**config.mk**
```make
export PLATFORM = sky130hd
export DESIGN_NAME = melody_score_sequencer
export DESIGN_NICKNAME = d
export VERILOG_FILES = /design/src/msseq_pkg.sv /design/src/msseq_score_mem.sv /design/src/msseq_player.sv /design/src/melody_score_sequencer.sv
export SDC_FILE = /design/constraint.sdc
export NUM_CORES = 2
export LEC_CHECK = 0
export ABC_CLOCK_PERIOD_IN_PS = 10000
export BUFFER_PORTS_ARGS = -buffer_cell sky130_fd_sc_hd__buf_2
export CAP_MARGIN = 5
export CORE_MARGIN = 4
export CORE_UTILIZATION = 35
export CTS_BUF_LIST = sky130_fd_sc_hd__clkbuf_16
export DETAILED_ROUTE_END_ITERATION = 12
export PLACE_DENSITY = 0.56
export SETUP_SLACK_MARGIN = 0.2
export SLEW_MARGIN = 20
export SYNTH_ARGS = -nofsm -noshare
export SYNTH_HDL_FRONTEND = slang
export SYNTH_HIERARCHICAL = 1
export SYNTH_SLANG_ARGS = --single-unit
```
**constraint.sdc**
```tcl
create_clock -name i_clk -period 10 [get_ports i_clk]
set_clock_uncertainty 0.1 [all_clocks]
set_input_delay 1 -clock i_clk [delete_from_list [all_inputs] [get_ports i_clk]]
set_output_delay 1 -clock i_clk [all_outputs]
set_load 0.05 [all_outputs]
```
**src/msseq_pkg.sv**
```systemverilog
// shared constants, types and lookup functions for the melody score sequencer
package msseq_pkg;

    localparam int SCORE_DEPTH = 256;
    localparam int NOTE_COUNT  = 26;
    localparam int SCORE_AW    = $clog2(SCORE_DEPTH);
    // wide enough for start + position before the address wraps
    localparam int SUM_W       = (SCORE_AW > 10) ? SCORE_AW : 10;

    // event codes
    localparam logic [2:0] OP_TICK    = 3'd0;
    localparam logic [2:0] OP_RESTART = 3'd1;
    localparam logic [2:0] OP_PLAY    = 3'd2;
    localparam logic [2:0] OP_SLOWER  = 3'd3;
    localparam logic [2:0] OP_FASTER  = 3'd4;
    localparam logic [2:0] OP_SONG_A  = 3'd5;
    localparam logic [2:0] OP_SONG_B  = 3'd6;
    localparam logic [2:0] OP_WRITE   = 3'd7;

    // player status codes
    localparam logic [1:0] ST_PLAY  = 2'd0;
    localparam logic [1:0] ST_PAUSE = 2'd1;
    localparam logic [1:0] ST_READY = 2'd2;
    localparam logic [1:0] ST_DONE  = 2'd3;

    // configuration register indexes
    localparam logic [2:0] CFG_A_START   = 3'd0;
    localparam logic [2:0] CFG_A_LEN     = 3'd1;
    localparam logic [2:0] CFG_B_START   = 3'd2;
    localparam logic [2:0] CFG_B_LEN     = 3'd3;
    localparam logic [2:0] CFG_DEF_TEMPO = 3'd4;
    localparam logic [2:0] CFG_FLASH     = 3'd5;

    localparam logic [6:0]  TEMPO_MAX = 7'd88;
    localparam logic [6:0]  TEMPO_MIN = 7'd1;
    localparam logic [10:0] TICK_MAX  = 11'd2047;

    localparam logic [10:0] HALF_PERIODS [32] = '{
        11'd1,    11'd1911, 11'd1803, 11'd1703, 11'd1607, 11'd1517, 11'd1432, 11'd1351,
        11'd1276, 11'd1204, 11'd1136, 11'd1073, 11'd1012, 11'd956,  11'd902,  11'd851,
        11'd803,  11'd758,  11'd716,  11'd676,  11'd638,  11'd602,  11'd568,  11'd536,
        11'd506,  11'd478,  11'd1,    11'd1,    11'd1,    11'd1,    11'd1,    11'd1
    };

    localparam logic [6:0] DUR_TICKS [8] = '{
        7'd1, 7'd8, 7'd16, 7'd24, 7'd32, 7'd48, 7'd64, 7'd96
    };

    typedef struct packed {
        logic [7:0] a_start;
        logic [8:0] a_len;
        logic [7:0] b_start;
        logic [8:0] b_len;
        logic [6:0] def_tempo;
        logic [7:0] flash_ivl;
    } t_cfg;

    typedef struct packed {
        logic [10:0] period;
        logic        tone_on;
        logic        led_on;
        logic [1:0]  status;
    } t_result;

    // note indexes past the note table play as a rest
    function automatic logic [10:0] note_half_period(input logic [7:0] b);
        logic [4:0] idx;
        idx = b[4:0];
        if ({1'b0, idx} >= 6'(NOTE_COUNT)) begin
            idx = '0;
        end
        return HALF_PERIODS[idx];
    endfunction

    function automatic logic [6:0] dur_ticks(input logic [7:0] b);
        return DUR_TICKS[b[7:5]];
    endfunction

endpackage

```
**src/msseq_score_mem.sv**
```systemverilog
// score memory: one write port, two registered read ports
module msseq_score_mem
    import msseq_pkg::*;
(
    input  logic                i_clk,
    input  logic                i_we,
    input  logic [SCORE_AW-1:0] i_waddr,
    input  logic [7:0]          i_wdata,
    input  logic                i_re,
    input  logic [SCORE_AW-1:0] i_raddr0,
    input  logic [SCORE_AW-1:0] i_raddr1,
    output logic [7:0]          o_rdata0,
    output logic [7:0]          o_rdata1
);

    logic [7:0] r_mem [SCORE_DEPTH];

    always_ff @(posedge i_clk) begin
        if (i_we) begin
            r_mem[i_waddr] <= i_wdata;
        end
    end

    // read data holds until the next read so a stalled event keeps its bytes
    always_ff @(posedge i_clk) begin
        if (i_re) begin
            o_rdata0 <= r_mem[i_raddr0];
            o_rdata1 <= r_mem[i_raddr1];
        end
    end

endmodule

```
**src/msseq_player.sv**
```systemverilog
// player state registers, score read addressing and per-event state update
module msseq_player
    import msseq_pkg::*;
(
    input  logic                i_clk,
    input  logic                i_rst_n,
    input  t_cfg                i_cfg,
    input  logic [2:0]          i_issue_op,
    input  logic                i_exec,
    input  logic [2:0]          i_exec_op,
    input  logic [7:0]          i_rdata0,
    input  logic [7:0]          i_rdata1,
    output logic [SCORE_AW-1:0] o_raddr0,
    output logic [SCORE_AW-1:0] o_raddr1,
    output t_result             o_result
);

    logic [1:0]  r_status, n_status;
    logic        r_sel, n_sel;
    logic [8:0]  r_pos, n_pos;
    logic [10:0] r_tick, n_tick;
    logic [6:0]  r_tempo, n_tempo;
    logic        r_brk, n_brk;
    logic [7:0]  r_flash, n_flash;
    logic        r_led, n_led;
    logic [10:0] r_period, n_period;

    logic [7:0]       w_cur_start;
    logic [7:0]       w_base;
    logic [8:0]       w_offs;
    logic [8:0]       w_next_pos;
    logic [SUM_W-1:0] w_sum0;
    logic [SUM_W-1:0] w_sum1;
    logic [8:0]       w_len;
    logic [13:0]      w_need;
    logic [13:0]      w_have;
    logic [10:0]      w_next_period;
    logic [10:0]      w_first_period;

    // read addressing for the event being accepted
    assign w_cur_start = r_sel ? i_cfg.b_start : i_cfg.a_start;
    assign w_next_pos  = r_pos + 9'd1;

    always_comb begin
        case (i_issue_op)
            OP_RESTART: begin
                w_base = w_cur_start;
                w_offs = '0;
            end
            OP_SONG_A: begin
                w_base = i_cfg.a_start;
                w_offs = '0;
            end
            OP_SONG_B: begin
                w_base = i_cfg.b_start;
                w_offs = '0;
            end
            default: begin
                w_base = w_cur_start;
                w_offs = r_pos;
            end
        endcase
    end

    assign w_sum0   = SUM_W'(w_base) + SUM_W'(w_offs);
    assign w_sum1   = SUM_W'(w_cur_start) + SUM_W'(w_next_pos);
    assign o_raddr0 = w_sum0[SCORE_AW-1:0];
    assign o_raddr1 = w_sum1[SCORE_AW-1:0];

    // update for the event whose score bytes are now read
    assign w_len          = r_sel ? i_cfg.b_len : i_cfg.a_len;
    assign w_need         = 14'(dur_ticks(i_rdata0)) * 14'(r_tempo);
    assign w_have         = {r_tick, 3'b000};
    assign w_next_period  = note_half_period(i_rdata1);
    assign w_first_period = note_half_period(i_rdata0) - 11'd1;

    always_comb begin
        n_status = r_status;
        n_sel    = r_sel;
        n_pos    = r_pos;
        n_tick   = r_tick;
        n_tempo  = r_tempo;
        n_brk    = r_brk;
        n_flash  = r_flash;
        n_led    = r_led;
        n_period = r_period;
        if (i_exec) begin
            case (i_exec_op)
                OP_TICK: begin
                    if (r_status == ST_PLAY) begin
                        if (r_pos < w_len) begin
                            if (!r_brk && (w_have < w_need)) begin
                                if (r_tick != TICK_MAX) begin
                                    n_tick = r_tick + 11'd1;
                                end
                            end else begin
                                // step to the next note; lookup skipped past song end
                                n_tick = '0;
                                n_pos  = w_next_pos;
                                n_brk  = 1'b0;
                                if (w_next_pos < w_len) begin
                                    n_period = w_next_period;
                                    n_brk    = !r_brk && (i_rdata1[7:5] == 3'd0);
                                end
                            end
                        end else begin
                            n_status = ST_DONE;
                            n_led    = 1'b1;
                        end
                    end else if (r_status == ST_PAUSE) begin
                        if (r_flash == i_cfg.flash_ivl) begin
                            n_flash = '0;
                            n_led   = !r_led;
                        end else begin
                            n_flash = r_flash + 8'd1;
                        end
                    end
                end
                OP_RESTART, OP_SONG_A, OP_SONG_B: begin
                    if (i_exec_op == OP_SONG_A) begin
                        n_sel = 1'b0;
                    end else if (i_exec_op == OP_SONG_B) begin
                        n_sel = 1'b1;
                    end
                    n_tick   = '0;
                    n_pos    = '0;
                    n_tempo  = i_cfg.def_tempo;
                    n_brk    = 1'b0;
                    n_status = ST_READY;
                    n_period = w_first_period;
                    n_led    = 1'b1;
                end
                OP_PLAY: begin
                    if (r_status != ST_DONE) begin
                        if (r_status == ST_PLAY) begin
                            n_status = ST_PAUSE;
                        end else begin
                            n_status = ST_PLAY;
                            n_led    = 1'b0;
                        end
                    end
                end
                OP_SLOWER: begin
                    if (r_tempo < TEMPO_MAX) begin
                        n_tempo = r_tempo + 7'd1;
                    end
                end
                OP_FASTER: begin
                    if (r_tempo > TEMPO_MIN) begin
                        n_tempo = r_tempo - 7'd1;
                    end
                end
                default: begin
                end
            endcase
        end
    end

    always_ff @(posedge i_clk) begin
        if (!i_rst_n) begin
            r_status <= ST_READY;
            r_sel    <= 1'b0;
            r_pos    <= '0;
            r_tick   <= '0;
            r_tempo  <= 7'd18;
            r_brk    <= 1'b0;
            r_flash  <= '0;
            r_led    <= 1'b1;
            r_period <= '0;
        end else begin
            r_status <= n_status;
            r_sel    <= n_sel;
            r_pos    <= n_pos;
            r_tick   <= n_tick;
            r_tempo  <= n_tempo;
            r_brk    <= n_brk;
            r_flash  <= n_flash;
            r_led    <= n_led;
            r_period <= n_period;
        end
    end

    assign o_result.period  = n_period;
    assign o_result.tone_on = (n_status == ST_PLAY);
    assign o_result.led_on  = n_led;
    assign o_result.status  = n_status;

endmodule

```
**src/melody_score_sequencer.sv**
```systemverilog
// top level of the melody score sequencer: channels, configuration and result register
//
// usage:
//   input channel s_axis: one event per transfer, event code in tuser, score
//   address and byte in tdata (only used by the write-score event)
//   output channel m_axis: one result per event with the tone half-period,
//   tone enable, led level and player status after the event
//   configuration channel i_cfg_*: always ready, register index and data;
//   indexes past the last register are accepted and ignored
// timing:
//   an accepted event reads two score bytes at its transfer edge, then updates
//   the player state and loads the result register once that register is free
//   the next event is taken only after this update, since the next read address
//   depends on the updated player state
// reset:
//   player returns to ready at song a, tempo 18, led on; score memory keeps
//   its contents
// stalls:
//   a result waits in the output register; one further event is taken and
//   holds with its read data until the result register is free
module melody_score_sequencer
    import msseq_pkg::*;
(
    input  logic        i_clk,
    input  logic        i_rst_n,
    input  logic        s_axis_tvalid,
    output logic        s_axis_tready,
    input  logic [15:0] s_axis_tdata,   // [7:0] score_address, [15:8] score_byte
    input  logic [2:0]  s_axis_tuser,   // [2:0] opcode
    output logic        m_axis_tvalid,
    input  logic        m_axis_tready,
    output logic [15:0] m_axis_tdata,   // [10:0] tone_half_period, [11] tone_on,
                                        // [12] led_on, [14:13] player_status, [15] zero
    input  logic        i_cfg_valid,
    output logic        o_cfg_ready,
    input  logic [2:0]  i_cfg_index,
    input  logic [8:0]  i_cfg_data
);

    t_cfg    r_cfg;
    t_result r_out;
    t_result w_result;

    logic       r_s1_valid;
    logic [2:0] r_s1_op;
    logic [7:0] r_s1_addr;
    logic [7:0] r_s1_byte;
    logic       r_out_valid;

    logic                w_accept;
    logic                w_exec;
    logic [SCORE_AW-1:0] w_raddr0;
    logic [SCORE_AW-1:0] w_raddr1;
    logic [7:0]          w_rdata0;
    logic [7:0]          w_rdata1;
    logic [SCORE_AW-1:0] w_waddr;

    assign o_cfg_ready = 1'b1;

    always_ff @(posedge i_clk) begin
        if (!i_rst_n) begin
            r_cfg.a_start   <= 8'd0;
            r_cfg.a_len     <= 9'd72;
            r_cfg.b_start   <= 8'd72;
            r_cfg.b_len     <= 9'd133;
            r_cfg.def_tempo <= 7'd18;
            r_cfg.flash_ivl <= 8'd29;
        end else if (i_cfg_valid) begin
            case (i_cfg_index)
                CFG_A_START:   r_cfg.a_start   <= i_cfg_data[7:0];
                CFG_A_LEN:     r_cfg.a_len     <= i_cfg_data;
                CFG_B_START:   r_cfg.b_start   <= i_cfg_data[7:0];
                CFG_B_LEN:     r_cfg.b_len     <= i_cfg_data;
                CFG_DEF_TEMPO: r_cfg.def_tempo <= i_cfg_data[6:0];
                CFG_FLASH:     r_cfg.flash_ivl <= i_cfg_data[7:0];
                default: begin
                end
            endcase
        end
    end

    // one event in flight: the next read address depends on its update
    assign s_axis_tready = !r_s1_valid;
    assign w_accept      = s_axis_tvalid && !r_s1_valid;
    assign w_exec        = r_s1_valid && (!r_out_valid || m_axis_tready);

    always_ff @(posedge i_clk) begin
        if (!i_rst_n) begin
            r_s1_valid <= 1'b0;
        end else if (w_accept) begin
            r_s1_valid <= 1'b1;
        end else if (w_exec) begin
            r_s1_valid <= 1'b0;
        end
    end

    always_ff @(posedge i_clk) begin
        if (w_accept) begin
            r_s1_op   <= s_axis_tuser;
            r_s1_addr <= s_axis_tdata[7:0];
            r_s1_byte <= s_axis_tdata[15:8];
        end
    end

    assign w_waddr = SCORE_AW'(r_s1_addr);

    msseq_score_mem u_mem (
        .i_clk    (i_clk),
        .i_we     (w_exec && (r_s1_op == OP_WRITE)),
        .i_waddr  (w_waddr),
        .i_wdata  (r_s1_byte),
        .i_re     (w_accept),
        .i_raddr0 (w_raddr0),
        .i_raddr1 (w_raddr1),
        .o_rdata0 (w_rdata0),
        .o_rdata1 (w_rdata1)
    );

    msseq_player u_player (
        .i_clk      (i_clk),
        .i_rst_n    (i_rst_n),
        .i_cfg      (r_cfg),
        .i_issue_op (s_axis_tuser),
        .i_exec     (w_exec),
        .i_exec_op  (r_s1_op),
        .i_rdata0   (w_rdata0),
        .i_rdata1   (w_rdata1),
        .o_raddr0   (w_raddr0),
        .o_raddr1   (w_raddr1),
        .o_result   (w_result)
    );

    always_ff @(posedge i_clk) begin
        if (!i_rst_n) begin
            r_out_valid <= 1'b0;
        end else if (w_exec) begin
            r_out_valid <= 1'b1;
        end else if (m_axis_tready) begin
            r_out_valid <= 1'b0;
        end
    end

    always_ff @(posedge i_clk) begin
        if (w_exec) begin
            r_out <= w_result;
        end
    end

    assign m_axis_tvalid = r_out_valid;
    assign m_axis_tdata  = {1'b0, r_out.status, r_out.led_on, r_out.tone_on, r_out.period};

endmodule

```
==> impl_metrics.env <==
export IMPL_status="finished, final reports clean"
export IMPL_maxCapViolCount=0
export IMPL_synth_seq_cells=2200
export IMPL_place_hpwl_mm=217.9
export IMPL_synth_area_mux_share_pct=25.28
export IMPL_cts_setup_buffers=0
export IMPL_post_synth_fa_ha_maj_area_fraction_pct=1.367
export IMPL_cts_root_buf="clkbuf_16"
export IMPL_synth_top_family_by_area="multiplexers"
export IMPL_worst_hold_startpoint="s_axis_tdata[9]"
export IMPL_maxSlewViolCount=0
export IMPL_final_min_clock_period_ps=7709
export IMPL_cts_repair_resized=0
export IMPL_firstDrtPassIters=6
export IMPL_area_growth_syn_to_layout_pct=10.96
export IMPL_ys_seq_area_share_pct=60.52
export IMPL_grt_remaining_overflow=0
export IMPL_postCtsHoldBufs=0
export IMPL_met3WireLength_mm=35.56
export IMPL_cts_made_buffers=238
export IMPL_ys_flop_type="edfxtp_1"
export IMPL_synthCells=6068
export IMPL_route_detailed_drc=0
export IMPL_cts_tree="done"
export IMPL_drtAntennaViolNets=0
export IMPL_critical_path_top_delay_family="compound AO/OA/AOI/OAI gates"
export IMPL_synth_avg_cell_area_um2=17.71
export IMPL_grt_start_max_net_pins=210
export IMPL_most_prevalent_standard_cell_on_the_critical_path="a21oi_1"
export IMPL_m1WireLength_mm=136.5
export IMPL_buffer_and_inverter_count_on_the_worst_path=2
export IMPL_hold_path_class="input pin to register"
export IMPL_gp_weighted_congestion=0.8829
export IMPL_synth_area_in_compound_gates_pct=5.065
export IMPL_grt_antenna_before_repair=13
export IMPL_worst_path_max_fanout=15
export IMPL_synth_yosys_warnings=6
export IMPL_synth_cell_area_um2=107500
export IMPL_report_power_total_mw=20.70
export IMPL_globalRouteTotalUtil_pct=21.08
export IMPL_setup_slack_ps=2291
export IMPL_setup_worst_path_start="u_mem/o_rdata0[7]"
export IMPL_floorplan_initialDensity_pct=35.14
export IMPL_max_freq_ghz=0.1297
export IMPL_synth_edf_count=2098
export IMPL_critPathKind="register to register"
export IMPL_place_port_buffers=52
export IMPL_chipHeight_um=562.1
export IMPL_crit_path_max_incr_delay_ps=910
export IMPL_mappedNetlistNets=6213
export IMPL_critical_path_cell_chain="a21boi_0, and2_1, fa_1, ha_1, inv_1, fa_1, inv_1, fa_1, ha_1, a21o_1, a21oi_1, o21bai_1, a21oi_1, o21bai_1, a21oi_1, xor2_1, ha_1, a21o_1, a211o_1, a21oi_1, nand2_1, a21oi_1, o21ai_1, nor3_1"
export IMPL_fp_coreArea_um2=305800
export IMPL_viasPerCell=6.164
export IMPL_rsz0062_at_grt="no"
export IMPL_leakagePower_nw=37.27
export IMPL_clock_insertion_delay_worst_skew_ps=910
export IMPL_share_of_the_clock_period_used_by_the_worst_path_after_layout_pct=77.09
export IMPL_arrival_ps=8430
export IMPL_timing_critical_path_required_ps=10720
export IMPL_clk_transition_reported_paths_ps=60
export IMPL_drt_initial_drc_count=8387
export IMPL_vias=63840
export IMPL_hold_viol=0
export IMPL_max_slew_margin_rel_pct=12.67
export IMPL_die_span_x_um=562.1
export IMPL_clock_tree_buffer_depth=4
export IMPL_detailroute_wirelength_met2_mm=156.4
export IMPL_grt_pass1_vias=62950
export IMPL_synthXorXnorAreaFrac_pct=0.4238
export IMPL_setup_violations_final=0
export IMPL_p_per_area_nw_per_um2=173.6
export IMPL_cts_sinks=2200
export IMPL_place_ws_ps=2383
export IMPL_ir_drop_mv=0.1671
export IMPL_tightestPinTransition_ps=1310
export IMPL_worst_path_max_delay_cell="a21oi_1"
export IMPL_io_pins=55
export IMPL_beginning_of_the_worst_register_to_register_path="u_mem/o_rdata0[7]"
export IMPL_highest_signal_layer="met5"
export IMPL_fin_tns_setup_ps=0
export IMPL_std_cell_rows=203
export IMPL_ys_types=91
export IMPL_critPathLaunchType="register"
export IMPL_post_drt_wl_per_cell_um=33.08
export IMPL_critical_path_endpoint_type="register"
export IMPL_grt_pass1_wl_mm=481.6
export IMPL_async_reset_ff_share_pct=0
export IMPL_synth_simple_gate_area_share_pct=4.390
export IMPL_die_footprint_um2=316000
export IMPL_wirelength_mm=342.6
export IMPL_post_route_cells_drive_above_1_share_pct=27.44
export IMPL_nets=6198
export IMPL_maximum_level_of_the_cts_h_tree=4
-- Yosys cell counts (all sizes together), types with 29 or more instances --
library cell	number	share of area, %
edfxtp	2098	59
mux4	1051	22
nor2	375	1.3
mux2i	297	2.8
buf	278	2.1
nand2	231	0.81
clkbuf	186	0.65
a21oi	178	0.83
o21ai	106	0.49
dfxtp	102	1.9
ha	95	1.1
nand3	85	0.40
o221ai	74	0.62
a22oi	71	0.50
nor2b	57	0.33
o22ai	57	0.33
inv	54	0.19
nor3	50	0.25
mux2	46	0.49
and2	42	0.24
a211oi	41	0.29
a221oi	40	0.36
xor2	32	0.26
and3	29	0.17
-- power by group --
group / total [mW] / internal [mW] / switching [mW]
clock network: 8.55 / 4.82 / 3.73
registers: 10.2 / 10.1 / 0.0569
logic: 1.95 / 0.696 / 1.25
-- stage by stage --
stage	cells	util, %	hold WS (ps)	cell area [um2]
after floorplan	6068	-	334.4	107500
after global placement	9912	36.50	342.0	111600
after detailed placement	9913	36.53	348.8	111700
after CTS	10350	38.98	83.83	119200
after global routing	10350	38.99	126.6	119200
final	10360	38.99	159.7	119200
-- metal layers --
layer	up-vias	GRT usage [%]
li1	25500	-
met1	34130	29.33
met2	3589	32.16
met3	611	5.118
met4	14	7.824
met5	-	0
-- sequential cells by signal (all words and copies together) (netlist names), 2 cells and up --
register and count:
m_axis_tdata 15, r_cfg 49, r_s1_addr 8, r_s1_byte 8
r_s1_op 3, u_mem/o_rdata0 8, u_mem/o_rdata1 8, u_mem/r_mem 2048
u_player/r_flash 8, u_player/r_period 11, u_player/r_pos 9, u_player/r_status 2
u_player/r_tempo 7, u_player/r_tick 11
-- layout by cell type (no fill, tap or decap), drive strengths merged, types with 20 or more instances in the layout --
cell type     n
edfxtp     2098
mux4       1051
nor2        375
mux2i       297
clkbuf      243
nand2       231
buf         209
a21oi       178
clkinv      119
inv         115
o21ai       106
dfxtp       102
ha           95
nand3        85
o221ai       74
a22oi        71
o22ai        57
nor2b        57
nor3         50
mux2         46
and2         42
a211oi       41
a221oi       40
xor2         32
and3         29
o31ai        28
nand4        25
a22o         22
nand2b       21
xnor2        20
-- layout make-up --
cell class / count / area [um2]
clock buffers: 243 / 6081
inverters: 62 / 236.5
multi-input cells: 3342 / 39540
fillers: 27640 / 186600
repair buffers: 209 / 1788
clock inverters: 193 / 1408
diodes: 8 / 20.02
flip-flops and latches: 2200 / 65040
well taps: 4100 / 5130
-- path summary, 6_finish.rpt --
check / to / slack (ps) / cells past startpoint
setup / recovery: u_player/r_tick[10] / 2290 / 24
hold reg to reg: r_cfg[16] / 360 / 2
setup reg to reg: u_player/r_tick[10] / 2290 / 24
hold / removal: r_s1_byte[1] / 160 / 1
-- kinds of logic (layout without fill, tap and decap cells) --
family                   after synthesis  after routing
flip-flops                          2200           2200
multiplexers                        1394           1394
AND/OR/NAND/NOR                     1004           1004
AO/OA/AOI/OAI                        781            781
buffers and inverters                526            707
adder cells (fa/ha/maj)              109            109
XOR/XNOR                              52             52
other                                  2             10
(Power assumes the default switching activity.)
